File: src/sv/crs_pkg.sv
`timescale 1ns / 1ps
`default_nettype none
// ----------------------------------------------------------------------------
// crs_pkg: shared types and constants of the collision risk selector
// Field widths, register codes, reset values and the item record that
// travels from the classifier through the queue to the ranking stage.
// ----------------------------------------------------------------------------
package crs_pkg;

  // Field widths
  localparam int CLS_W  = 8;
  localparam int ID_W   = 32;
  localparam int RNG_W  = 16;
  localparam int BRG_W  = 15;
  localparam int SPD_W  = 16;
  localparam int SECT_W = 14;
  localparam int SUM_W  = 17;             // 4*S + 3*min(|bearing|, S)
  localparam int NUM_W  = RNG_W + SUM_W;  // score numerator
  localparam int DEN_W  = 17;             // 256 + speed
  localparam int PROD_W = NUM_W + DEN_W;  // cross products

  // Stream packing
  localparam int IN_TDATA_W  = 80;
  localparam int IN_TUSER_W  = 10;
  localparam int OUT_TDATA_W = 80;
  localparam int OUT_TUSER_W = 2;

  // Configuration port
  localparam int CFG_IDX_W  = 3;
  localparam int CFG_DATA_W = 16;

  // Queue between classifier and ranking stage
  localparam int QDEPTH = 4;
  localparam int QAW    = $clog2(QDEPTH);

  // Arithmetic constants
  localparam logic [SECT_W-1:0] SECTOR_FLOOR = 14'd64;
  localparam logic [DEN_W-1:0]  DEN_BIAS     = 17'd256;
  localparam logic [DEN_W-1:0]  DEN_ONE      = 17'd1;

  // Register reset values
  localparam logic [CLS_W-1:0]  RST_GREEN_CLASS = 8'd0;
  localparam logic [CLS_W-1:0]  RST_RED_CLASS   = 8'd0;
  localparam logic [RNG_W-1:0]  RST_STANDOFF    = 16'd512;
  localparam logic [RNG_W-1:0]  RST_RISK_RANGE  = 16'd2560;
  localparam logic [SECT_W-1:0] RST_SECTOR      = 14'd2880;
  localparam logic [SPD_W-1:0]  RST_MIN_SPEED   = 16'd51;

  // Register indexes
  typedef enum logic [CFG_IDX_W-1:0] {
    REG_GREEN_CLASS = 3'd0,
    REG_RED_CLASS   = 3'd1,
    REG_STANDOFF    = 3'd2,
    REG_RISK_RANGE  = 3'd3,
    REG_SECTOR      = 3'd4,
    REG_MIN_SPEED   = 3'd5
  } crs_reg_t;

  // Configuration register set
  typedef struct packed {
    logic [CLS_W-1:0]  green_class;
    logic [CLS_W-1:0]  red_class;
    logic [RNG_W-1:0]  standoff;
    logic [RNG_W-1:0]  risk_range;
    logic [SECT_W-1:0] sector;
    logic [SPD_W-1:0]  min_speed;
  } crs_cfg_t;

  // Classified obstacle, ready for ranking
  typedef struct packed {
    logic              qual;   // takes part in the ranking
    logic              viol;   // buoy standoff violation
    logic              last;   // closes the frame
    logic [NUM_W-1:0]  num;
    logic [DEN_W-1:0]  den;
    logic [ID_W-1:0]   id;
    logic [RNG_W-1:0]  rng;
    logic [BRG_W-1:0]  brg;
    logic [SPD_W-1:0]  spd;
  } crs_item_t;

endpackage
`default_nettype wire

File: src/sv/crs_front.sv
`timescale 1ns / 1ps
`default_nettype none
// ----------------------------------------------------------------------------
// crs_front: obstacle classifier
// Two-stage pipeline: qualify the obstacle and build the sector term, then
// form the score numerator and denominator and hand the item to the queue.
// ----------------------------------------------------------------------------
module crs_front (
  input  logic                              clk,
  input  logic                              rst,
  input  crs_pkg::crs_cfg_t                 cfg,
  input  logic                              in_valid,
  output logic                              in_ready,
  input  logic                              confirmed,
  input  logic                              values_finite,
  input  logic [crs_pkg::CLS_W-1:0]         class_code,
  input  logic [crs_pkg::ID_W-1:0]          obstacle_id,
  input  logic [crs_pkg::RNG_W-1:0]         obs_range,
  input  logic signed [crs_pkg::BRG_W-1:0]  bearing,
  input  logic [crs_pkg::SPD_W-1:0]         speed,
  input  logic                              last,
  output crs_pkg::crs_item_t                item,
  output logic                              item_valid,
  input  logic                              item_ready
);
  import crs_pkg::*;

  logic              s1_valid;
  logic              s1_qual;
  logic              s1_viol;
  logic              s1_last;
  logic [SUM_W-1:0]  s1_sum;
  logic [ID_W-1:0]   s1_id;
  logic [RNG_W-1:0]  s1_rng;
  logic [BRG_W-1:0]  s1_brg;
  logic [SPD_W-1:0]  s1_spd;

  logic              s1_ready;
  logic              s2_ready;
  logic [BRG_W-1:0]  brg_u;
  logic [BRG_W-1:0]  mag;
  logic [SECT_W-1:0] sect_eff;
  logic [SECT_W-1:0] mag_cl;
  logic [SUM_W-1:0]  sum;
  logic              usable;
  logic              buoy;
  logic              viol;
  logic              in_sector;
  logic              moving;
  logic              near_static;
  logic              qual;
  logic [NUM_W-1:0]  prod;

  // Pipeline flow control
  assign s2_ready = !item_valid || item_ready;
  assign s1_ready = !s1_valid || s2_ready;
  assign in_ready = s1_ready;

  // Classify the incoming obstacle
  always_comb begin
    brg_u       = $unsigned(bearing);
    mag         = brg_u[BRG_W-1] ? (~brg_u + BRG_W'(1)) : brg_u;
    sect_eff    = (cfg.sector < SECTOR_FLOOR) ? SECTOR_FLOOR : cfg.sector;
    mag_cl      = (mag < {1'b0, sect_eff}) ? mag[SECT_W-1:0] : sect_eff;
    sum         = {1'b0, sect_eff, 2'b00} + {3'b000, mag_cl} + {2'b00, mag_cl, 1'b0};
    usable      = confirmed && values_finite && (obs_range != '0);
    buoy        = ((cfg.green_class != '0) && (class_code == cfg.green_class)) ||
                  ((cfg.red_class != '0) && (class_code == cfg.red_class));
    viol        = usable && buoy && (obs_range <= cfg.standoff);
    in_sector   = mag <= {1'b0, cfg.sector};
    moving      = speed >= cfg.min_speed;
    near_static = {obs_range, 1'b0} <= {1'b0, cfg.risk_range};
    qual        = viol || (usable && (obs_range <= cfg.risk_range) && in_sector &&
                  (moving || near_static));
  end

  // Score numerator of a generic risk
  assign prod = {{SUM_W{1'b0}}, s1_rng} * {{RNG_W{1'b0}}, s1_sum};

  // Advance valid flags
  always_ff @(posedge clk) begin
    if (rst) begin
      s1_valid   <= 1'b0;
      item_valid <= 1'b0;
    end else begin
      if (s1_ready) begin
        s1_valid <= in_valid;
      end
      if (s2_ready) begin
        item_valid <= s1_valid;
      end
    end
  end

  // Advance payload
  always_ff @(posedge clk) begin
    if (s1_ready && in_valid) begin
      s1_qual <= qual;
      s1_viol <= viol;
      s1_last <= last;
      s1_sum  <= sum;
      s1_id   <= obstacle_id;
      s1_rng  <= obs_range;
      s1_brg  <= brg_u;
      s1_spd  <= speed;
    end
    if (s2_ready && s1_valid) begin
      item.qual <= s1_qual;
      item.viol <= s1_viol;
      item.last <= s1_last;
      item.num  <= s1_viol ? {{SUM_W{1'b0}}, s1_rng} : prod;
      item.den  <= s1_viol ? DEN_ONE : (DEN_BIAS + {1'b0, s1_spd});
      item.id   <= s1_id;
      item.rng  <= s1_rng;
      item.brg  <= s1_brg;
      item.spd  <= s1_spd;
    end
  end

endmodule
`default_nettype wire

File: src/sv/crs_queue.sv
`timescale 1ns / 1ps
`default_nettype none
// ----------------------------------------------------------------------------
// crs_queue: item queue between classifier and ranking stage
// Short first-in first-out buffer of classified obstacles.
// ----------------------------------------------------------------------------
module crs_queue (
  input  logic                  clk,
  input  logic                  rst,
  input  logic                  push_valid,
  output logic                  push_ready,
  input  crs_pkg::crs_item_t    push_item,
  output logic                  pop_valid,
  input  logic                  pop_ready,
  output crs_pkg::crs_item_t    pop_item,
  output logic [crs_pkg::QAW:0] level
);
  import crs_pkg::*;

  crs_item_t        slots [QDEPTH];
  logic [QAW-1:0]   wr_ptr;
  logic [QAW-1:0]   rd_ptr;
  logic             push;
  logic             pop;

  assign push_ready = level != (QAW+1)'(QDEPTH);
  assign pop_valid  = level != '0;
  assign push       = push_valid && push_ready;
  assign pop        = pop_valid && pop_ready;
  assign pop_item   = slots[rd_ptr];

  // Track pointers and fill level
  always_ff @(posedge clk) begin
    if (rst) begin
      wr_ptr <= '0;
      rd_ptr <= '0;
      level  <= '0;
    end else begin
      if (push) begin
        wr_ptr <= wr_ptr + QAW'(1);
      end
      if (pop) begin
        rd_ptr <= rd_ptr + QAW'(1);
      end
      if (push && !pop) begin
        level <= level + (QAW+1)'(1);
      end else if (pop && !push) begin
        level <= level - (QAW+1)'(1);
      end
    end
  end

  // Store an incoming transfer
  always_ff @(posedge clk) begin
    if (push) begin
      slots[wr_ptr] <= push_item;
    end
  end

endmodule
`default_nettype wire

File: src/sv/crs_back.sv
`timescale 1ns / 1ps
`default_nettype none
// ----------------------------------------------------------------------------
// crs_back: ranking stage
// Cross-multiplies each item's score against the frame's best, keeps the
// winner, and on the frame's last item loads the result register.
// ----------------------------------------------------------------------------
module crs_back (
  input  logic                              clk,
  input  logic                              rst,
  input  logic                              item_valid,
  output logic                              item_ready,
  input  crs_pkg::crs_item_t                item,
  output logic                              out_valid,
  input  logic                              out_ready,
  output logic                              risk_detected,
  output logic                              standoff_violation,
  output logic [crs_pkg::ID_W-1:0]          chosen_id,
  output logic [crs_pkg::RNG_W-1:0]         chosen_range,
  output logic signed [crs_pkg::BRG_W-1:0]  chosen_bearing,
  output logic [crs_pkg::SPD_W-1:0]         chosen_speed
);
  import crs_pkg::*;

  typedef enum logic [1:0] {
    B_IDLE,
    B_MUL,
    B_DEC
  } back_state_t;

  back_state_t       state;
  crs_item_t         cur;
  logic [PROD_W-1:0] prod_new;
  logic [PROD_W-1:0] prod_best;
  logic              have_best;
  logic              best_viol;
  logic [NUM_W-1:0]  best_num;
  logic [DEN_W-1:0]  best_den;
  logic [ID_W-1:0]   best_id;
  logic [RNG_W-1:0]  best_rng;
  logic [BRG_W-1:0]  best_brg;
  logic [SPD_W-1:0]  best_spd;

  logic              out_free;
  logic              dec_done;
  logic              emit;
  logic              take;
  logic              nb_have;
  logic              nb_viol;
  logic [ID_W-1:0]   nb_id;
  logic [RNG_W-1:0]  nb_rng;
  logic [BRG_W-1:0]  nb_brg;
  logic [SPD_W-1:0]  nb_spd;

  // Decide whether the current item replaces the best one
  always_comb begin
    out_free   = !out_valid || out_ready;
    dec_done   = (state == B_DEC) && (!cur.last || out_free);
    emit       = dec_done && cur.last;
    item_ready = (state == B_IDLE) || dec_done;
    take       = cur.qual && (!have_best || (!best_viol && cur.viol) ||
                 ((best_viol == cur.viol) && (prod_new < prod_best)));
    nb_have    = have_best || take;
    nb_viol    = take ? cur.viol : best_viol;
    nb_id      = take ? cur.id   : best_id;
    nb_rng     = take ? cur.rng  : best_rng;
    nb_brg     = take ? cur.brg  : best_brg;
    nb_spd     = take ? cur.spd  : best_spd;
  end

  // Sequence load, multiply, decide; hold best and result registers
  always_ff @(posedge clk) begin
    if (rst) begin
      state              <= B_IDLE;
      have_best          <= 1'b0;
      best_viol          <= 1'b0;
      best_num           <= '0;
      best_den           <= '0;
      best_id            <= '0;
      best_rng           <= '0;
      best_brg           <= '0;
      best_spd           <= '0;
      out_valid          <= 1'b0;
      risk_detected      <= 1'b0;
      standoff_violation <= 1'b0;
      chosen_id          <= '0;
      chosen_range       <= '0;
      chosen_bearing     <= '0;
      chosen_speed       <= '0;
    end else begin
      // Raise valid on a new result, drop it once taken
      if (emit) begin
        out_valid <= 1'b1;
      end else if (out_ready) begin
        out_valid <= 1'b0;
      end
      case (state)
        B_IDLE: begin
          if (item_valid) begin
            cur   <= item;
            state <= B_MUL;
          end
        end
        B_MUL: begin
          prod_new  <= {{DEN_W{1'b0}}, cur.num} * {{NUM_W{1'b0}}, best_den};
          prod_best <= {{DEN_W{1'b0}}, best_num} * {{NUM_W{1'b0}}, cur.den};
          state     <= B_DEC;
        end
        B_DEC: begin
          if (dec_done) begin
            if (cur.last) begin
              // emit the winner and clear the frame
              risk_detected      <= nb_have;
              standoff_violation <= nb_viol;
              chosen_id          <= nb_id;
              chosen_range       <= nb_rng;
              chosen_bearing     <= $signed(nb_brg);
              chosen_speed       <= nb_spd;
              have_best          <= 1'b0;
              best_viol          <= 1'b0;
              best_num           <= '0;
              best_den           <= '0;
              best_id            <= '0;
              best_rng           <= '0;
              best_brg           <= '0;
              best_spd           <= '0;
            end else if (take) begin
              have_best <= 1'b1;
              best_viol <= cur.viol;
              best_num  <= cur.num;
              best_den  <= cur.den;
              best_id   <= cur.id;
              best_rng  <= cur.rng;
              best_brg  <= cur.brg;
              best_spd  <= cur.spd;
            end
            if (item_valid) begin
              cur   <= item;
              state <= B_MUL;
            end else begin
              state <= B_IDLE;
            end
          end
        end
        default: begin
          state <= B_IDLE;
        end
      endcase
    end
  end

endmodule
`default_nettype wire

File: src/sv/collision_risk_selector.sv
`timescale 1ns / 1ps
`default_nettype none
// ----------------------------------------------------------------------------
// collision_risk_selector: most urgent collision risk of a frame
// Classifier, item queue and ranking stage; one result per frame.
// ----------------------------------------------------------------------------
// Obstacles enter one per transfer on the s_ side; the transfer with s_tlast
// high closes the frame, and one result transfer leaves on the m_ side for
// each frame. The classifier, a two-stage pipeline, feeds a four-entry queue
// and takes one obstacle per cycle unless it and the queue are full; the
// ranking stage works each obstacle in the B_MUL state (the two 33x17 cross
// products) and then the B_DEC state (compare and keep), and takes the next
// obstacle only once it has decided the current one. A frame's last obstacle
// waits in the ranking stage until the result register is empty or being
// taken. Configuration writes take effect at the next cycle and are meant
// for idle periods between frames.
module collision_risk_selector (
  input  logic                               clk,
  input  logic                               rst,
  // obstacle stream
  input  logic                               s_tvalid,
  output logic                               s_tready,
  // id[31:0], range[47:32], bearing[62:48], speed[78:63], zero[79]
  input  logic [crs_pkg::IN_TDATA_W-1:0]     s_tdata,
  // confirmed[0], values_finite[1], class_code[9:2]
  input  logic [crs_pkg::IN_TUSER_W-1:0]     s_tuser,
  input  logic                               s_tlast,
  // result stream
  output logic                               m_tvalid,
  input  logic                               m_tready,
  // chosen_id[31:0], chosen_range[47:32], chosen_bearing[62:48],
  // chosen_speed[78:63], zero[79]
  output logic [crs_pkg::OUT_TDATA_W-1:0]    m_tdata,
  // risk_detected[0], standoff_violation[1]
  output logic [crs_pkg::OUT_TUSER_W-1:0]    m_tuser,
  // configuration writes
  input  logic                               cfg_we,
  input  logic [crs_pkg::CFG_IDX_W-1:0]      cfg_index,
  input  logic [crs_pkg::CFG_DATA_W-1:0]     cfg_data
);
  import crs_pkg::*;

  crs_cfg_t          cfg;
  crs_item_t         f_item;
  logic              f_valid;
  logic              f_ready;
  crs_item_t         q_item;
  logic              q_valid;
  logic              q_ready;
  logic [QAW:0]      q_level;
  logic              risk_detected;
  logic              standoff_violation;
  logic [ID_W-1:0]   chosen_id;
  logic [RNG_W-1:0]  chosen_range;
  logic signed [BRG_W-1:0] chosen_bearing;
  logic [SPD_W-1:0]  chosen_speed;

  // Configuration registers
  always_ff @(posedge clk) begin
    if (rst) begin
      cfg.green_class <= RST_GREEN_CLASS;
      cfg.red_class   <= RST_RED_CLASS;
      cfg.standoff    <= RST_STANDOFF;
      cfg.risk_range  <= RST_RISK_RANGE;
      cfg.sector      <= RST_SECTOR;
      cfg.min_speed   <= RST_MIN_SPEED;
    end else if (cfg_we) begin
      case (crs_reg_t'(cfg_index))
        REG_GREEN_CLASS: cfg.green_class <= cfg_data[CLS_W-1:0];
        REG_RED_CLASS:   cfg.red_class   <= cfg_data[CLS_W-1:0];
        REG_STANDOFF:    cfg.standoff    <= cfg_data[RNG_W-1:0];
        REG_RISK_RANGE:  cfg.risk_range  <= cfg_data[RNG_W-1:0];
        REG_SECTOR:      cfg.sector      <= cfg_data[SECT_W-1:0];
        REG_MIN_SPEED:   cfg.min_speed   <= cfg_data[SPD_W-1:0];
        default: begin
        end
      endcase
    end
  end

  // Classify incoming obstacles
  crs_front u_front (
    .clk           (clk),
    .rst           (rst),
    .cfg           (cfg),
    .in_valid      (s_tvalid),
    .in_ready      (s_tready),
    .confirmed     (s_tuser[0]),
    .values_finite (s_tuser[1]),
    .class_code    (s_tuser[9:2]),
    .obstacle_id   (s_tdata[31:0]),
    .obs_range     (s_tdata[47:32]),
    .bearing       ($signed(s_tdata[62:48])),
    .speed         (s_tdata[78:63]),
    .last          (s_tlast),
    .item          (f_item),
    .item_valid    (f_valid),
    .item_ready    (f_ready)
  );

  // Buffer classified items
  crs_queue u_queue (
    .clk        (clk),
    .rst        (rst),
    .push_valid (f_valid),
    .push_ready (f_ready),
    .push_item  (f_item),
    .pop_valid  (q_valid),
    .pop_ready  (q_ready),
    .pop_item   (q_item),
    .level      (q_level)
  );

  // Rank and emit
  crs_back u_back (
    .clk                (clk),
    .rst                (rst),
    .item_valid         (q_valid),
    .item_ready         (q_ready),
    .item               (q_item),
    .out_valid          (m_tvalid),
    .out_ready          (m_tready),
    .risk_detected      (risk_detected),
    .standoff_violation (standoff_violation),
    .chosen_id          (chosen_id),
    .chosen_range       (chosen_range),
    .chosen_bearing     (chosen_bearing),
    .chosen_speed       (chosen_speed)
  );

  // Pack the result transfer
  assign m_tdata = {1'b0, chosen_speed, $unsigned(chosen_bearing), chosen_range, chosen_id};
  assign m_tuser = {standoff_violation, risk_detected};

`ifndef ASSERT_OFF
  // Input stalls only when the whole front and the queue are full
  a_stall_only_full: assert property (@(posedge clk) disable iff (rst)
    !s_tready |-> (q_level == (QAW+1)'(QDEPTH)))
    else $error("input stalled while the queue has room");

  // A frame without a risk reports an all-zero result
  a_empty_frame_zero: assert property (@(posedge clk) disable iff (rst)
    (m_tvalid && !m_tuser[0]) |-> ((m_tdata == '0) && !m_tuser[1]))
    else $error("result without risk carries nonzero fields");

  // A standoff violation is always a detected risk
  a_viol_is_risk: assert property (@(posedge clk) disable iff (rst)
    (m_tvalid && m_tuser[1]) |-> m_tuser[0])
    else $error("standoff violation flagged without risk");

  // Queue level never exceeds its depth
  a_queue_bound: assert property (@(posedge clk) disable iff (rst)
    q_level <= (QAW+1)'(QDEPTH))
    else $error("queue level beyond depth");
`endif

endmodule
`default_nettype wire
File: config.mk
export PLATFORM = sky130hd
export DESIGN_NAME = collision_risk_selector
export DESIGN_NICKNAME = d
export VERILOG_FILES = /design/src/sv/crs_pkg.sv /design/src/sv/crs_front.sv /design/src/sv/crs_queue.sv /design/src/sv/crs_back.sv /design/src/sv/collision_risk_selector.sv
export SDC_FILE = /design/constraint.sdc
export NUM_CORES = 2
export LEC_CHECK = 0
export ABC_CLOCK_PERIOD_IN_PS = 13150
export BUFFER_PORTS_ARGS = -buffer_cell sky130_fd_sc_hd__buf_4
export CORE_MARGIN = 3
export CORE_UTILIZATION = 60
export DETAILED_ROUTE_END_ITERATION = 10
export PLACE_DENSITY = 0.79
export SLEW_MARGIN = 20
export SYNTH_ARGS = -nofsm -noshare
export SYNTH_HDL_FRONTEND = slang
export SYNTH_HIERARCHICAL = 1
export SYNTH_SLANG_ARGS = --single-unit
File: constraint.sdc
create_clock -name clk -period 13.15 [get_ports clk]
set_input_delay 1.9725 -clock clk [delete_from_list [all_inputs] [get_ports clk]]
set_output_delay 1.9725 -clock clk [all_outputs]
set_load 0.02 [all_outputs]
# After elaboration in Yosys (flattened, before gate mapping)
# Memory sizes are Yosys's and may differ from the RTL's. A register that Yosys moved wholly into a read port is not among the register bits.
# Index checks and enable logic that the tools add are counted.
# classes
eq_ne,13
mul,3
order_cmp,8
n_addsub,8
n_mux,35
bitwise_logic,2
reduce_logical,61
# ops
operator,count
$mux W132,2
$pmux W132 S2,1
$mul A33 B17 Y50,2
$mux W16,5
$mux W33,2
$mux W32,2
$lt A50 B50 Y1,1
$mux W15,3
$mux W17,2
$mul A16 B17 Y33,1
$le A16 B16 Y1,2
$mux W14,2
$logic_and A1 B1 Y1,20
$reduce_and A2 Y1,9
$add A16 B14 Y17,1
$add A17 B15 Y17,1
$add A9 B16 Y17 const A,1
$le A17 B16 Y1,1
$eq A8 B8 Y1,2
$ge A16 B16 Y1,1
$reduce_bool A16 Y1,1
$reduce_bool A8 Y1,2
$add A15 B1 Y15 const B,1
$le A15 B14 Y1,1
other kinds (27),64
# totals
memories,1
ramBits,528
reg_bits,765
inputBits,115
# mem_list
name,words,width,rd,rd_clocked_by_memory_dff,write_ports,line,rtl
u_queue.slots,4,132,1,1,1,crs_queue.sv:20,crs_item_t slots [QDEPTH];

# Depth between registers and ports, before layout
# depth
word_depth,9
depth_mapped,27

# Cells and area by module
# The synthesis kept the hierarchy.
# modules_own_cells
module,n_inst,cells_each,seq_area_each_um2,area_per_inst_um2
crs_back,1,5277,11270.8,51318.0
crs_front,1,1862,6976.7,20323.2
crs_queue,1,738,16035.4,19500.0
collision_risk_selector,1,291,1561.5,3155.5

# Worst setup path after synthesis
# Ideal clock, no wire load.
# synth_timing
path_kind,input -> register
startpoint,input s_tdata[48] in the netlist's numbering
endpoint,"register u_front.s1_sum[16], data pin"
t_required_ns,12.884
setup_time_ns,0.266
stages,27
path_slack_ns,5.829
arrival_time_ns,7.055
cell_sequence,inv_1 > ha_1 > nand2_1 > or3_1 > or3_1 > nand2_1 > xnor2_1 > ha_1 > a21o_1 > a21o_1 > a21oi_1 > nor2_1 > or4b_1 > buf_4 > buf_6 > mux2i_1 > fa_1 > inv_1 > ha_1 > fa_1 > a21o_1 > a21oi_1 > nor2b_1 > o2111ai_1 > nand3_1 > o211ai_1 > o21ai_0
# synth_between
elab_chain_len,7
# synth_rtl
item,line,rtl
from (decl),collision_risk_selector.sv:24,"input logic [crs_pkg::IN_TDATA_W-1:0] s_tdata,"
$not A15 Y15,crs_front.sv:62,mag = brg_u[BRG_W-1] ? (~brg_u + BRG_W'(1)) : brg_u;
$add A15 B1 Y15,crs_front.sv:62,
$mux W15 (*),crs_front.sv:62,
$lt A15 B14 Y1,crs_front.sv:64,"mag_cl = (mag < {1'b0, sect_eff}) ? mag[SECT_W-1:0] : sect_eff;"
$mux W14 (*),crs_front.sv:64,
$add A16 B14 Y17,crs_front.sv:65,"sum = {1'b0, sect_eff, 2'b00} + {3'b000, mag_cl} + {2'b00, mag_cl, 1'b0};"
$add A17 B15 Y17 (*),crs_front.sv:65,
net u_front.sum[16],crs_front.sv:44,logic [SUM_W-1:0] sum;
to (signal assigned),crs_front.sv:101,s1_sum <= sum;
to (decl),crs_front.sv:32,logic [SUM_W-1:0] s1_sum;
# Mark *: on every way through the listed nets, which the timed path passes. The rest lies on a longest branch.
# A chain may end at the register's enable or synchronous reset.

# Final worst setup path
# Same ends and word-level chain as after synthesis.

==> flow_metrics.py <==
metrics = {
    "sta": {
        "tightest_slew_ns": 1.12,
        "hold_viol_final": 0,
        "rsz0062_at_grt": "no",
        "fmax_mhz": 131,
        "post-route-min-period_ns": 7.64,
        "slew_violations": 0,
        "finClkSkew_ns": 0.0647,
        "setup_viol": 0,
        "timing.final.crit_share_pct": 58.1,
        "max_slew_margin_pct": 25.6,
        "fin_tns_setup_ns": 0,
    },
    "min_path": {
        "hp-class": "reg2reg",
        "hold_start": "u_front/s1_id[25]",
    },
    "clock_tree": {
        "cts.clk_slew.worst_paths_ns": 0.06,
        "cts_buffers": 119,
        "cts_tree": "yes",
        "worstSkewPairLatency_ns": 0.75,
        "cts-resized-gates": 0,
        "h-tree-depth": 3,
        "cts_buffer_depth": 3,
        "cts_hold_buf": 0,
        "cts-root-buf": "clkbuf_16",
        "post_cts_buffers": 0,
        "cts.sinks": 1295,
    },
    "power": {
        "p_int_w": 0.0127,
        "total_leakage_power_nw": 44.2,
        "finalPower_w": 0.0230,
        "swShare_pct": 44.6,
        "clockPowerShare_pct": 15.4,
        "combPwrFrac_pct": 59.8,
        "seq_power_share_pct": 24.8,
        "ir_worst_vdd_mv": 0.891,
        "powerDensity_mw_per_mm2": 226,
        "power.switching_w": 0.0102,
    },
    "global_route": {
        "grt_pass1_vias": 65800,
        "met3_usage_pct": 5.29,
        "use_met1_pct": 35.8,
        "globalRouteOverflowTotal": 0,
        "antenna_found_initial": 4,
        "grt_use_total_pct": 28.8,
        "grt_first_pass_wirelength_mm": 363,
        "grt_max_degree": 133,
        "grt_use_met2_pct": 49.7,
        "top_usage_layer": "met2",
    },
    "critical_path": {
        "cpMaxStageDelayCell": "or4b_1",
        "crit_start": "s_tdata[48]",
        "required_ns": 13.64,
        "start_kind": "primary input",
        "critPathMaxStageDelay_ns": 0.87,
        "cp_max_fo": 16,
        "crit_arrival_ns": 8.13,
        "critPathCaptureType": "register",
        "crit_type": "in2reg",
        "worstReg2RegStart": "u_back/best_den[9]",
    },
    "detailed_routing": {
        "ant_nets": 0,
        "drc": 2,
        "routed_wl_mm": 228,
        "num_vias": 60600,
        "wire_per_inst_um": 22.0,
        "drt_pass1_iterations": 9,
        "drtIter0Drc": 4722,
        "via_per_inst": 5.87,
    },
    "flow_run": {
        "max_cap_viol_count": 0,
    },
    "synthesis": {
        "yosys_register_bits": 1295,
        "synthCells": 8168,
        "yosysMostFrequentCell": "inv_1",
        "syn_area_mm2": 0.0943,
        "synth_edf_count": 991,
        "ys_types": 88,
        "synthFlopType": "edfxtp_1",
        "netlist.area_leader.share_pct": 31.6,
        "synth_top_area_cell": "edfxtp_1",
        "synth.top_cells.by_area": "edfxtp_1 (32%), fa_1 (24%), ha_1 (6.8%), dfxtp_1 (6.5%), inv_1 (5.9%)",
        "synth_seq_area_share_pct": 38.0,
        "ys_top_cells_by_count": "inv_1 (1483), fa_1 (1150), edfxtp_1 (991)",
        "syn-num-nets": 9949,
        "synth_warnings": 6,
        "async_flop_share_pct": 0,
        "avgSynthCellArea_um2": 11.5,
    },
    "floorplan": {
        "dieArea_mm2": 0.162,
        "io_pins": 199,
        "num_rows": 144,
        "core_mm2": 0.155,
        "dieWidth_um": 402,
        "start_util_pct": 60.8,
        "die_h_um": 402,
    },
    "outcome": {
        "status": "finished with violations",
        "violations": "DRC",
    },
    "placed_design": {
        "port_buffers": 196,
        "gp_congestion": 0.909,
        "hpwl_mm": 159,
    },
    "finish": {
        "fillers": 11200,
        "finalNetCount": 9963,
        "drive_above_1_share_pct": 8.30,
        "syn2layout_area_growth_pct": 7.73,
    },
}
[routing by layer]
layer / part of all wire [%] / up-vias
met3: 8.1 / 628
met5: 0.0057 / -
met1: 37 / 30900
met4: 4.8 / 2
met2: 50 / 2651
li1: - / 26400
[critical path, delay by kind of cell]
kind	cells	cell delay, ns
xor+xnor	1	0.25
fa+ha+maj	5	1.81
simple gates	8	2.03
buf+inv	3	0.32
compound gates	8	1.46
mux	1	0.26
[cells by family after synthesis]
| kind of cell | count (synthesis) | synth area share (%) |
|---|---|---|
| buffers and inverters | 1889 | 7.71 |
| adder cells (fa/ha/maj) | 1666 | 31.3 |
| XOR/XNOR | 156 | 1.45 |
| multiplexers | 325 | 5.26 |
| flip-flops | 1295 | 38.0 |
| AO/OA/AOI/OAI | 734 | 5.42 |
| other | 1 | 0.00398 |
| AND/OR/NAND/NOR | 2102 | 10.9 |
[sequential cells by signal (all words and copies together) (netlist names), 17 cells and up, named ones only]
name	flops
u_back/chosen_id	32
u_queue/slots	528
u_back/best_id	32
u_back/prod_best	50
u_back/best_num	33
u_front/item	132
u_back/cur	132
u_front/s1_sum	17
u_back/best_den	17
cfg	78
u_front/s1_id	32
u_back/prod_new	50
[cells in the final DEF, fill, tap and decap left out, drive strengths merged, types with 34 or more instances in the layout]
cell / n
a211oi: 103
a21o: 65
a21oi: 172
a22o: 130
and2: 579
buf: 299
clkbuf: 156
clkinv: 43
dfxtp: 304
edfxtp: 991
fa: 1150
ha: 516
inv: 1490
mux2i: 169
mux4: 132
nand2: 966
nand2b: 100
nand3: 34
nand4: 46
nor2: 211
nor2b: 40
o21ai: 107
xnor2: 91
xor2: 65
[area by class of cell]
class / instances / area (µm²) / area share (%)
antenna: 2 / 5.00 / 0.00493
clock inverter: 70 / 783 / 0.771
multi-input combinational: 4984 / 51200 / 50.4
sequential: 1295 / 35900 / 35.3
timing repair buffer: 299 / 2280 / 2.25
inverter: 1483 / 5570 / 5.48
clock buffer: 156 / 3290 / 3.24
tap: 2044 / 2560 / 2.52
[power by group through the flow]
stage	clock network [W]	registers (W)	logic (W)
floorplan	0	0.00559	0.0103
global placement	0	0.00574	0.0132
detailed placement	0	0.00578	0.0135
CTS	0.00359	0.00570	0.0136
global route	0.00374	0.00575	0.0155
finish	0.00354	0.00571	0.0137
[per-stage QoR]
| step | hold slack [ns] | setup WS (ns) | cells | cell area, µm² | utilization, % |
|---|---|---|---|---|---|
| after floorplan | 0.400 | 5.83 | 8168 | 94300 | - |
| after global placement | 0.403 | 4.85 | 10100 | 97500 | 62.8 |
| after detailed placement | 0.405 | 4.82 | 10100 | 97500 | 62.8 |
| after CTS | 0.412 | 5.62 | 10300 | 102000 | 65.5 |
| after global routing | 0.425 | 5.27 | 10300 | 102000 | 65.5 |
| final | 0.419 | 5.51 | 10300 | 102000 | 65.5 |
[path summary, 6_finish.rpt]
kind / endpoint / slack (ns) / cells past startpoint
max reg2reg: u_back/prod_new[48] / 5.70 / 22
min: u_front/item[72] / 0.42 / 0
min reg2reg: u_front/item[72] / 0.42 / 0
max: u_front/s1_sum[16] / 5.51 / 26
Note: power is estimated with default switching activity, not from simulation.
